[src/rtl/erts_pkg.sv]
// shared types and constants for the error rate threshold search
// no dependencies; used by every module under rtl
package erts_pkg;

	localparam int SCORE_W   = 32;
	localparam int CNT_W     = 17;
	localparam int TERM_W    = 34;
	localparam int COST_W    = 35;
	localparam int MAX_ITEMS = 65536;
	localparam int CFG_IDX_W = 2;
	localparam int MODE_W    = 2;

	localparam logic [CFG_IDX_W-1:0] CFG_CLIENT_TOTAL   = 2'd0;
	localparam logic [CFG_IDX_W-1:0] CFG_IMPOSTOR_TOTAL = 2'd1;
	localparam logic [CFG_IDX_W-1:0] CFG_METRIC_MODE    = 2'd2;

	localparam logic [MODE_W-1:0] MODE_EER   = 2'd0;
	localparam logic [MODE_W-1:0] MODE_HTER  = 2'd1;
	localparam logic [MODE_W-1:0] MODE_COUNT = 2'd2;

	typedef struct packed {
		logic signed [SCORE_W-1:0] score;
		logic                      is_client;
		logic                      last;
	} item_t;

	typedef struct packed {
		logic signed [SCORE_W-1:0] threshold;
		logic [CNT_W-1:0]          false_accept_count;
		logic [CNT_W-1:0]          false_reject_count;
		logic                      total_error;
	} result_t;

	typedef struct packed {
		logic [CNT_W-1:0]  client_total;
		logic [CNT_W-1:0]  impostor_total;
		logic [MODE_W-1:0] metric_mode;
		logic [TERM_W-1:0] total_product;
	} cfg_t;

endpackage

[src/rtl/erts_cfg.sv]
// configuration registers and the registered product of the two totals
// depends on erts_pkg
module erts_cfg (
	input  logic                           clk,
	input  logic                           arst_n,
	input  logic                           cfg_valid,
	output logic                           cfg_ready,
	input  logic [erts_pkg::CFG_IDX_W-1:0] cfg_index,
	input  logic [erts_pkg::CNT_W-1:0]     cfg_data,
	output erts_pkg::cfg_t                 cfg
);

	logic [erts_pkg::CNT_W-1:0]  client_total_q;
	logic [erts_pkg::CNT_W-1:0]  impostor_total_q;
	logic [erts_pkg::MODE_W-1:0] metric_mode_q;
	logic [erts_pkg::TERM_W-1:0] product_q;
	logic [erts_pkg::CNT_W-1:0]  client_total_d;
	logic [erts_pkg::CNT_W-1:0]  impostor_total_d;

	assign cfg_ready = 1'b1;

	// totals as they stand after this edge, so the product is current with them
	always_comb begin
		client_total_d   = client_total_q;
		impostor_total_d = impostor_total_q;
		if (cfg_valid) begin
			case (cfg_index)
				erts_pkg::CFG_CLIENT_TOTAL:   client_total_d   = cfg_data;
				erts_pkg::CFG_IMPOSTOR_TOTAL: impostor_total_d = cfg_data;
				default: ;
			endcase
		end
	end

	always_ff @(posedge clk or negedge arst_n) begin
		if (!arst_n) begin
			client_total_q   <= '0;
			impostor_total_q <= '0;
			metric_mode_q    <= erts_pkg::MODE_EER;
			product_q        <= '0;
		end else begin
			client_total_q   <= client_total_d;
			impostor_total_q <= impostor_total_d;
			product_q <= erts_pkg::TERM_W'(client_total_d) * erts_pkg::TERM_W'(impostor_total_d);
			if (cfg_valid) begin
				case (cfg_index)
					erts_pkg::CFG_METRIC_MODE: metric_mode_q <= cfg_data[erts_pkg::MODE_W-1:0];
					default: ;
				endcase
			end
		end
	end

	assign cfg.client_total   = client_total_q;
	assign cfg.impostor_total = impostor_total_q;
	assign cfg.metric_mode    = metric_mode_q;
	assign cfg.total_product  = product_q;

endmodule

[src/rtl/erts_search.sv]
// input register, running error terms and best-point search
// depends on erts_pkg
module erts_search (
	input  logic              clk,
	input  logic              arst_n,
	input  erts_pkg::cfg_t    cfg,
	input  logic              item_valid,
	output logic              item_stall,
	input  erts_pkg::item_t   item,
	input  logic              res_ready,
	output logic              res_load,
	output erts_pkg::result_t res_word
);

	localparam int CW = erts_pkg::COST_W;
	localparam int NW = erts_pkg::CNT_W;
	localparam int TW = erts_pkg::TERM_W;
	localparam int SW = erts_pkg::SCORE_W;

	function automatic logic [SW-1:0] floor_mid(input logic [SW-1:0] a, input logic [SW-1:0] b);
		logic [SW:0] s;
		begin
			s = {a[SW-1], a} + {b[SW-1], b};
			return s[SW:1];
		end
	endfunction

	erts_pkg::item_t item_s1;
	logic            valid_s1;

	logic                 first_q;
	logic [NW-1:0]        imp_left_q;
	logic [NW-1:0]        cli_seen_q;
	logic signed [TW-1:0] imp_term_q;
	logic signed [CW-1:0] diff_q;
	logic signed [CW-1:0] ndiff_q;
	logic signed [CW-1:0] sum_q;
	logic [CW-1:0]        best_cost_q;
	logic [NW-1:0]        best_acc_q;
	logic [NW-1:0]        best_rej_q;
	logic [SW-1:0]        held_q;
	logic                 pend_q;

	logic                 adv;
	logic [NW-1:0]        b_imp_left, b_cli_seen, n_imp_left, n_cli_seen;
	logic signed [TW-1:0] b_imp_term, n_imp_term;
	logic signed [CW-1:0] b_diff, b_ndiff, b_sum, n_diff, n_ndiff, n_sum;
	logic signed [CW-1:0] c_ext, i_ext, prod_ext;
	logic [CW-1:0]        b_best, cost;
	logic [NW-1:0]        b_acc, b_rej, n_acc, n_rej;
	logic [SW-1:0]        b_held, mid_held, n_held;
	logic                 b_pend, cli_inc, imp_dec, better, err;
	logic [NW:0]          count_sum;

	assign adv        = valid_s1 && (!item_s1.last || res_ready);
	assign item_stall = valid_s1 && !adv;
	assign res_load   = adv && item_s1.last;

	assign c_ext    = $signed({{(CW-NW){1'b0}}, cfg.client_total});
	assign i_ext    = $signed({{(CW-NW){1'b0}}, cfg.impostor_total});
	assign prod_ext = $signed({{(CW-TW){1'b0}}, cfg.total_product});

	always_comb begin
		if (first_q) begin
			b_imp_left = cfg.impostor_total;
			b_cli_seen = '0;
			b_imp_term = $signed(cfg.total_product);
			b_diff     = prod_ext;
			b_ndiff    = -prod_ext;
			b_sum      = prod_ext;
			b_best     = '1;
			b_acc      = '0;
			b_rej      = '0;
			b_held     = '0;
			b_pend     = 1'b0;
		end else begin
			b_imp_left = imp_left_q;
			b_cli_seen = cli_seen_q;
			b_imp_term = imp_term_q;
			b_diff     = diff_q;
			b_ndiff    = ndiff_q;
			b_sum      = sum_q;
			b_best     = best_cost_q;
			b_acc      = best_acc_q;
			b_rej      = best_rej_q;
			b_held     = held_q;
			b_pend     = pend_q;
		end
	end

	assign mid_held = b_pend ? floor_mid(b_held, item_s1.score) : b_held;

	assign cli_inc = item_s1.is_client && (b_cli_seen < NW'(erts_pkg::MAX_ITEMS));
	assign imp_dec = !item_s1.is_client && (b_imp_left != '0);

	always_comb begin
		n_cli_seen = b_cli_seen + NW'(cli_inc);
		n_imp_left = b_imp_left - NW'(imp_dec);
		n_imp_term = imp_dec ? b_imp_term - TW'(c_ext) : b_imp_term;
		if (cli_inc) begin
			n_diff  = b_diff - i_ext;
			n_ndiff = b_ndiff + i_ext;
			n_sum   = b_sum + i_ext;
		end else if (imp_dec) begin
			n_diff  = b_diff - c_ext;
			n_ndiff = b_ndiff + c_ext;
			n_sum   = b_sum - c_ext;
		end else begin
			n_diff  = b_diff;
			n_ndiff = b_ndiff;
			n_sum   = b_sum;
		end
	end

	// negative cost stands for a wrapped, very large one: compare as unsigned
	assign count_sum = {1'b0, n_imp_left} + {1'b0, n_cli_seen};

	always_comb begin
		case (cfg.metric_mode)
			erts_pkg::MODE_EER:
				cost = (n_imp_term[TW-1] || !n_diff[CW-1]) ? n_diff : n_ndiff;
			erts_pkg::MODE_HTER:
				cost = n_sum;
			default:
				cost = CW'(count_sum);
		endcase
	end

	assign better = cost < b_best;
	assign n_acc  = better ? n_imp_left : b_acc;
	assign n_rej  = better ? n_cli_seen : b_rej;
	assign n_held = better ? item_s1.score : mid_held;

	always_comb begin
		case (cfg.metric_mode)
			erts_pkg::MODE_EER, erts_pkg::MODE_HTER:
				err = (cfg.client_total == '0) || (cfg.impostor_total == '0);
			default:
				err = (cfg.client_total == '0) && (cfg.impostor_total == '0);
		endcase
	end

	assign res_word.threshold          = n_held;
	assign res_word.false_accept_count = n_acc;
	assign res_word.false_reject_count = n_rej;
	assign res_word.total_error        = err;

	always_ff @(posedge clk or negedge arst_n) begin
		if (!arst_n) begin
			valid_s1 <= 1'b0;
		end else if (!item_stall) begin
			valid_s1 <= item_valid;
		end
	end

	always_ff @(posedge clk) begin
		if (!item_stall && item_valid) begin
			item_s1 <= item;
		end
	end

	always_ff @(posedge clk or negedge arst_n) begin
		if (!arst_n) begin
			first_q     <= 1'b1;
			imp_left_q  <= '0;
			cli_seen_q  <= '0;
			imp_term_q  <= '0;
			diff_q      <= '0;
			ndiff_q     <= '0;
			sum_q       <= '0;
			best_cost_q <= '1;
			best_acc_q  <= '0;
			best_rej_q  <= '0;
			held_q      <= '0;
			pend_q      <= 1'b0;
		end else if (adv) begin
			first_q     <= item_s1.last;
			imp_left_q  <= n_imp_left;
			cli_seen_q  <= n_cli_seen;
			imp_term_q  <= n_imp_term;
			diff_q      <= n_diff;
			ndiff_q     <= n_ndiff;
			sum_q       <= n_sum;
			best_cost_q <= better ? cost : b_best;
			best_acc_q  <= n_acc;
			best_rej_q  <= n_rej;
			held_q      <= n_held;
			pend_q      <= better && !item_s1.last;
		end
	end

`ifndef SYNTH
	a_clients_capped: assert property (@(posedge clk) disable iff (!arst_n)
		cli_seen_q <= NW'(erts_pkg::MAX_ITEMS))
		else $error("client count above limit");

	a_impostors_fall: assert property (@(posedge clk) disable iff (!arst_n)
		adv && !first_q |=> imp_left_q <= $past(imp_left_q))
		else $error("impostor count rose inside a set");

	a_last_closes_set: assert property (@(posedge clk) disable iff (!arst_n)
		adv && item_s1.last |=> first_q && !pend_q)
		else $error("set not closed after last word");

	a_best_never_rises: assert property (@(posedge clk) disable iff (!arst_n)
		adv && !first_q |=> best_cost_q <= $past(best_cost_q))
		else $error("best cost rose inside a set");
`endif

endmodule

[src/rtl/erts_out.sv]
// result register between the search logic and the result channel
// depends on erts_pkg
module erts_out (
	input  logic              clk,
	input  logic              arst_n,
	input  logic              res_load,
	input  erts_pkg::result_t res_word,
	output logic              res_ready,
	output logic              result_valid,
	input  logic              result_stall,
	output erts_pkg::result_t result
);

	logic              valid_q;
	erts_pkg::result_t word_q;

	assign res_ready    = !valid_q || !result_stall;
	assign result_valid = valid_q;
	assign result       = word_q;

	always_ff @(posedge clk or negedge arst_n) begin
		if (!arst_n) begin
			valid_q <= 1'b0;
		end else if (res_load) begin
			valid_q <= 1'b1;
		end else if (!result_stall) begin
			valid_q <= 1'b0;
		end
	end

	always_ff @(posedge clk) begin
		if (res_load) begin
			word_q <= res_word;
		end
	end

endmodule

[src/rtl/error_rate_threshold_search.sv]
// top level of the error rate threshold search
// depends on erts_pkg, erts_cfg, erts_search, erts_out
//
// channel   signals                               direction  word
// item      item_valid, item_stall, item          in         score, is_client, last
// result    result_valid, result_stall, result    out        threshold and counts
// config    cfg_valid, cfg_ready, cfg_index/data  in         register write
//
// one item per cycle while item_stall is low; an item passes the input register,
// then the search logic into the result register
// the totals product is registered at the same edge as a config write
// arst_n clears all control state and starts a fresh set
// item_stall rises only while a last word waits for a stalled result register
module error_rate_threshold_search (
	input  logic                           clk,
	input  logic                           arst_n,
	input  logic                           item_valid,
	output logic                           item_stall,
	input  erts_pkg::item_t                item,
	output logic                           result_valid,
	input  logic                           result_stall,
	output erts_pkg::result_t              result,
	input  logic                           cfg_valid,
	output logic                           cfg_ready,
	input  logic [erts_pkg::CFG_IDX_W-1:0] cfg_index,
	input  logic [erts_pkg::CNT_W-1:0]     cfg_data
);

	erts_pkg::cfg_t    cfg;
	erts_pkg::result_t res_word;
	logic              res_load;
	logic              res_ready;

	erts_cfg u_cfg (
		.clk       (clk),
		.arst_n    (arst_n),
		.cfg_valid (cfg_valid),
		.cfg_ready (cfg_ready),
		.cfg_index (cfg_index),
		.cfg_data  (cfg_data),
		.cfg       (cfg)
	);

	erts_search u_search (
		.clk        (clk),
		.arst_n     (arst_n),
		.cfg        (cfg),
		.item_valid (item_valid),
		.item_stall (item_stall),
		.item       (item),
		.res_ready  (res_ready),
		.res_load   (res_load),
		.res_word   (res_word)
	);

	erts_out u_out (
		.clk          (clk),
		.arst_n       (arst_n),
		.res_load     (res_load),
		.res_word     (res_word),
		.res_ready    (res_ready),
		.result_valid (result_valid),
		.result_stall (result_stall),
		.result       (result)
	);

endmodule

[config.mk]
export PLATFORM = sky130hd
export DESIGN_NAME = error_rate_threshold_search
export DESIGN_NICKNAME = d
export VERILOG_FILES = /design/src/rtl/erts_pkg.sv /design/src/rtl/erts_cfg.sv /design/src/rtl/erts_search.sv /design/src/rtl/erts_out.sv /design/src/rtl/error_rate_threshold_search.sv
export SDC_FILE = /design/constraint.sdc
export NUM_CORES = 2
export LEC_CHECK = 0
export ABC_AREA = 1
export BUFFER_PORTS_ARGS = -buffer_cell sky130_fd_sc_hd__buf_2
export CAP_MARGIN = 20
export CORE_ASPECT_RATIO = 2
export CORE_MARGIN = 1
export CORE_UTILIZATION = 45
export DETAILED_ROUTE_END_ITERATION = 10
export GPL_ROUTABILITY_DRIVEN = 0
export SYNTH_ARGS = -nofsm -noshare
export SYNTH_HDL_FRONTEND = slang
export SYNTH_HIERARCHICAL = 1
export SYNTH_SLANG_ARGS = --single-unit
[constraint.sdc]
create_clock -name clk -period 7.4 [get_ports clk]
set_input_delay 1.48 -clock clk [delete_from_list [all_inputs] [get_ports clk]]
set_output_delay 1.48 -clock clk [all_outputs]
set_load 0.01 [all_outputs]
* After elaboration in Yosys (flattened, before gate mapping)
Index checks and enable logic that the tools add are counted.
Widths: inputs -> output; s select.
** Cells by class
- Muxes and demuxes :: 32
- Multipliers :: 1
- $add $sub $neg :: 12
- Eq/ne operators :: 4
- Reductions and logical operators :: 26
- Magnitude comparators :: 2
** Operators with widths (count)
- $mux 35 :: 12
- $mux 17 :: 10
- $add 35x18->35 :: 3
- $sub 35x18->35 :: 3
- $mux 32 :: 3
- $pmux 35 s2 :: 1
- $mux 34 :: 2
- $lt 35x35->1 :: 1
- $neg 34->35 :: 1
- $logic_not 17->1 :: 2
- $mul 17x17->34 :: 1
- $sub 34x18->34 :: 1
- $add 32x32->33 :: 1
- $add 17x17->18 :: 1
- $add 17x1->17 :: 1
- $lt 17x17->1 const B :: 1
- $reduce_bool 17->1 :: 1
- $sub 17x1->17 :: 1
- $logic_and 1x1->1 :: 8
- $logic_not 1->1 :: 7
- $eq 2x1->1 const B :: 2
- $logic_not 2->1 :: 2
- $logic_or 1x1->1 :: 4
- $mux 1 :: 4
- 4 further kinds :: 4
** Storage, ports and cells
- Logic and storage cells :: 102
- Input port bits :: 58
- Output and inout port bits :: 70
- Register bits after elaboration :: 449

* Logic depth before layout (Yosys ltp)
- Depth in word-level cells :: 11
- Depth in mapped cells :: 45
- Gate-level depth less buffers :: 38

* Modules after synthesis
The synthesis kept the hierarchy.
** By module, submodules not included
- erts_search :: area each 31372.6 µm², cells an instance 5045, seq. area each 7997.7 µm², instances 1
- erts_cfg :: area each 12665.9 µm², cells an instance 1567, seq. area each 1751.7 µm², instances 1
- erts_out :: area each 2053.2 µm², cells an instance 71, seq. area each 2037.0 µm², instances 1

* Worst setup path before layout
OpenSTA, ideal clock, no wires.
- Path type :: register -> register
- Start point :: register u_search.first_q
- End point :: register u_out.word_q, in the netlist u_out/result[15] (data pin)
- Cell stages (with the launch flop) :: 41
- Clock period less this slack :: 6.856 ns
- Data arrival time :: 6.602 ns
- Buffers on the path :: 12
- Slack :: 0.544 ns
- Library setup time :: 0.255 ns
- Data required time :: 7.145 ns
- Cells stage by stage :: dfstp_2 > buf_6 > buf_6 > buf_6 > buf_2 > buf_2 > buf_2 > buf_1 > buf_2 > buf_2 > buf_2 > nor2_1 > ha_1 > ha_1 > or2_2 > nand2_1 > inv_1 > ha_1 > [5 not listed] > nand2_1 > nand3_1 > nand2_1 > nand2_1 > nand3_1 > nand2_1 > nor2_1 > inv_1 > ha_1 > a21oi_1 > nor2_1 > a211oi_1 > o2111ai_1 > a31oi_1 > clkbuf_1 > clkbuf_1 > nand3_1 > and2_1
** RTL lines
- start: declaration :: line erts_search.sv:31 : logic first_q;
- start signal: assignment :: line erts_search.sv:177 : first_q <= item_s1.last;
- end signal: assignment :: line erts_out.sv:33 : word_q <= res_word;
- end: declaration :: line erts_out.sv:15 : erts_pkg::result_t word_q;

==> impl_metrics.json <==
{
  "status": "finished, final reports clean",
  "cts_tree": "done",
  "path_max_fanout": 50,
  "cp_top_family": "simple AND/OR/NAND/NOR gates",
  "period_needed_ps": 7230,
  "clock_latency_ps": 670,
  "ant_nets": 0,
  "synth_flop_cell": "dfrtp_1",
  "syn_nets": 7288,
  "endpoint_kind": "flip-flop",
  "arrival_ps": 7610,
  "dpl.cell_count": 8273,
  "slowest_delay_ps": 750,
  "wl_per_cell_um": 22.9,
  "synth_common_cells": "1929 x nand2_1, 986 x inv_1, 620 x nor2_1, 471 x nand3_1, 389 x o21ai_0",
  "ios": 128,
  "start_util_pct": 45.5,
  "drtIter0Drc": 3458,
  "startpoint_type": "flip-flop",
  "clk_pin_slew_ps": 70,
  "synth_top_cell_area_share_pct": 16.9,
  "rows": 165,
  "async_flop_share_pct": 77.5,
  "yosysMostFrequentCell": "nand2_1",
  "synth-seq-area-share_pct": 25.6,
  "final_cells": 8369,
  "grt_max_degree": 191,
  "dr.pass1.iters": 6,
  "clockBufferDepth": 3,
  "viasPerCell": 5.65,
  "holdWs_ps": 467,
  "cp_common_cell": "nand2_1",
  "path_class": "reg -> reg",
  "syn_area_um2": 46100,
  "final-setup-viol-count": 0,
  "hold_buffers": 0,
  "ys_seq_elements": 449,
  "ys_warn_count": 6,
  "dp.final_hpwl_um": 147000,
  "synth_cell_types": 64,
  "antenna_found_initial": 8,
  "nFillCells": 10200,
  "area_growth_syn_to_layout_pct": 12.9,
  "core_area_um2": 101000,
  "path_buf_inv": 8,
  "hold_violations": 0,
  "nets": 7598,
  "die_w_um": 228,
  "vias": 47300,
  "die_height_um": 455,
  "grt_remaining_overflow": 0,
  "timing.fmax_ghz": 0.138,
  "wirelength_um": 192000,
  "synth_area_leader_cell": "dfrtp_1",
  "die_area_um2": 104000,
  "cts-root-buf": "clkbuf_16",
  "setup_slack_ps": 173,
  "portBuffers": 126,
  "synthTopCellsByArea": "dfrtp_1 17%, nand2_1 16%, fa_1 10%",
  "drc": 0,
  "finalMaxSlewViolations": 0,
  "tightestPinTransition_ps": 1170,
  "grt_pass1_wl_um": 285000,
  "cts_sinks": 449,
  "syn_inst": 6683,
  "maxCapViolCount": 0,
  "track_usage_pct": 37.0,
  "avgSynthCellArea_um2": 6.90,
  "cts_inserted_buffers": 45,
  "htree_levels": 2,
  "drive_above_1_share_pct": 10.6,
  "skew_ps": 39.6,
  "worstPathRequired_ps": 7780,
  "min_path_type": "reg -> reg",
  "post-place-ws_ps": -17.2,
  "critical-path-slowest-cell": "dfstp_4",
  "synth_edf_count": 101,
  "min_period_over_period_pct": 97.7,
  "grt_pass1_vias": 48100,
  "maxSlewHeadroom_pct": 22.1
}
kinds of logic (layout without fill, tap and decap cells):
kind of cell | Yosys count | after routing | share of synthesized area [%]
adders and majority gates | 548 | 548 | 18.7
xor gates and xnor gates | 157 | 157 | 2.98
DFF | 449 | 449 | 25.6
buffers and inverters | 1247 | 1593 | 11.0
and+or+nand+nor | 3290 | 3290 | 29.5
muxes | 2 | 2 | 0.0489
AOI/OAI and AO/OA | 989 | 989 | 12.2
other | 1 | 5 | 0.00814
cell type report:
class	count	area (um2)	area share [%]
repair buffers	482	3600	6.92
multi-input cells	4987	29400	56.5
well taps	1336	1670	3.21
inverters	1028	3870	7.44
diodes	4	10.0	0.0192
clock buffers	57	1260	2.43
clock inverters	26	422	0.811
flip-flops and latches	449	11800	22.7
worst register-to-register path: cells and delay by family (launching register included):
family / cells / cell delay (ps)
AO/OA/AOI/OAI: 4 / 1070
adder cells (fa/ha/maj): 2 / 670
buffers and inverters: 8 / 1530
flip-flops: 1 / 750
AND/OR/NAND/NOR: 17 / 2920
repair_timing:
item / 4_1_cts / 5_1_grt
resized for setup: 0 / 31
endpoints found under the setup margin: 0 / 168
setup buffers: 0 / 8
through the flow:
step           setup TNS [ps]  instance area, um2  utilization, %
6_report                    0               52000            51.3
5_1_grt                  -346               52000            51.3
4_1_cts                     0               51800            51.1
3_5_place_dp            -17.2               50100            49.4
3_3_place_gp                0               50100            49.4
2_1_floorplan               0               46100               -
cell usage in the layout (no fill, tap or decap), types with 125 or more instances in the layout:
master and count:
a21oi_1 365, buf_2 125, buf_4 331, dfrtp_1 311
fa_1 232, ha_1 313, inv_1 985, nand2_1 1924
nand3_1 467, nor2_1 616, o21ai_0 386
final timing paths:
check,startpoint,to,slack (ps),cells past startpoint
setup / recovery,u_search/first_q$_DFFE_PN1P_,u_out/result[43]$_DFFE_PP_,170,31
hold / removal,u_search/best_cost_q[27]$_DFFE_PN1P_,u_search/best_cost_q[27]$_DFFE_PN1P_,470,2
setup reg to reg,u_search/first_q$_DFFE_PN1P_,u_out/result[43]$_DFFE_PP_,170,31
hold reg to reg,u_search/best_cost_q[27]$_DFFE_PN1P_,u_search/best_cost_q[27]$_DFFE_PN1P_,470,2
max in group asynchronous,arst_n,u_search/held_q[20]$_DFFE_PN0P_,5020,2
min in group asynchronous,arst_n,u_search/imp_term_q[0]$_DFFE_PN0P_,800,1
sequential cells by signal (all words and copies together) (netlist names), 2 cells and up:
signal,count
u_search/ndiff_q,35
u_cfg/impostor_total_q,17
u_search/cli_seen_q,17
u_cfg/client_total_q,17
u_search/held_q,32
u_search/diff_q,35
u_search/imp_term_q,34
u_search/item_s1,34
u_search/best_acc_q,17
u_search/best_rej_q,17
u_search/sum_q,35
u_out/result,67
u_search/best_cost_q,35
u_cfg/metric_mode_q,2
u_cfg/product_q,34
u_search/imp_left_q,17
per-layer routing:
layer	GRT usage [%]	vias to the layer above	wire, um
li1	-	21900	-
met1	32.5	22200	58800
met5	0	-	36
met2	65.9	2194	94600
met3	8.84	1036	12900
met4	40.7	6	25400
Power is not shown: default switching activity piles up to over one toggle a cycle in this logic, so the estimate is an artifact.
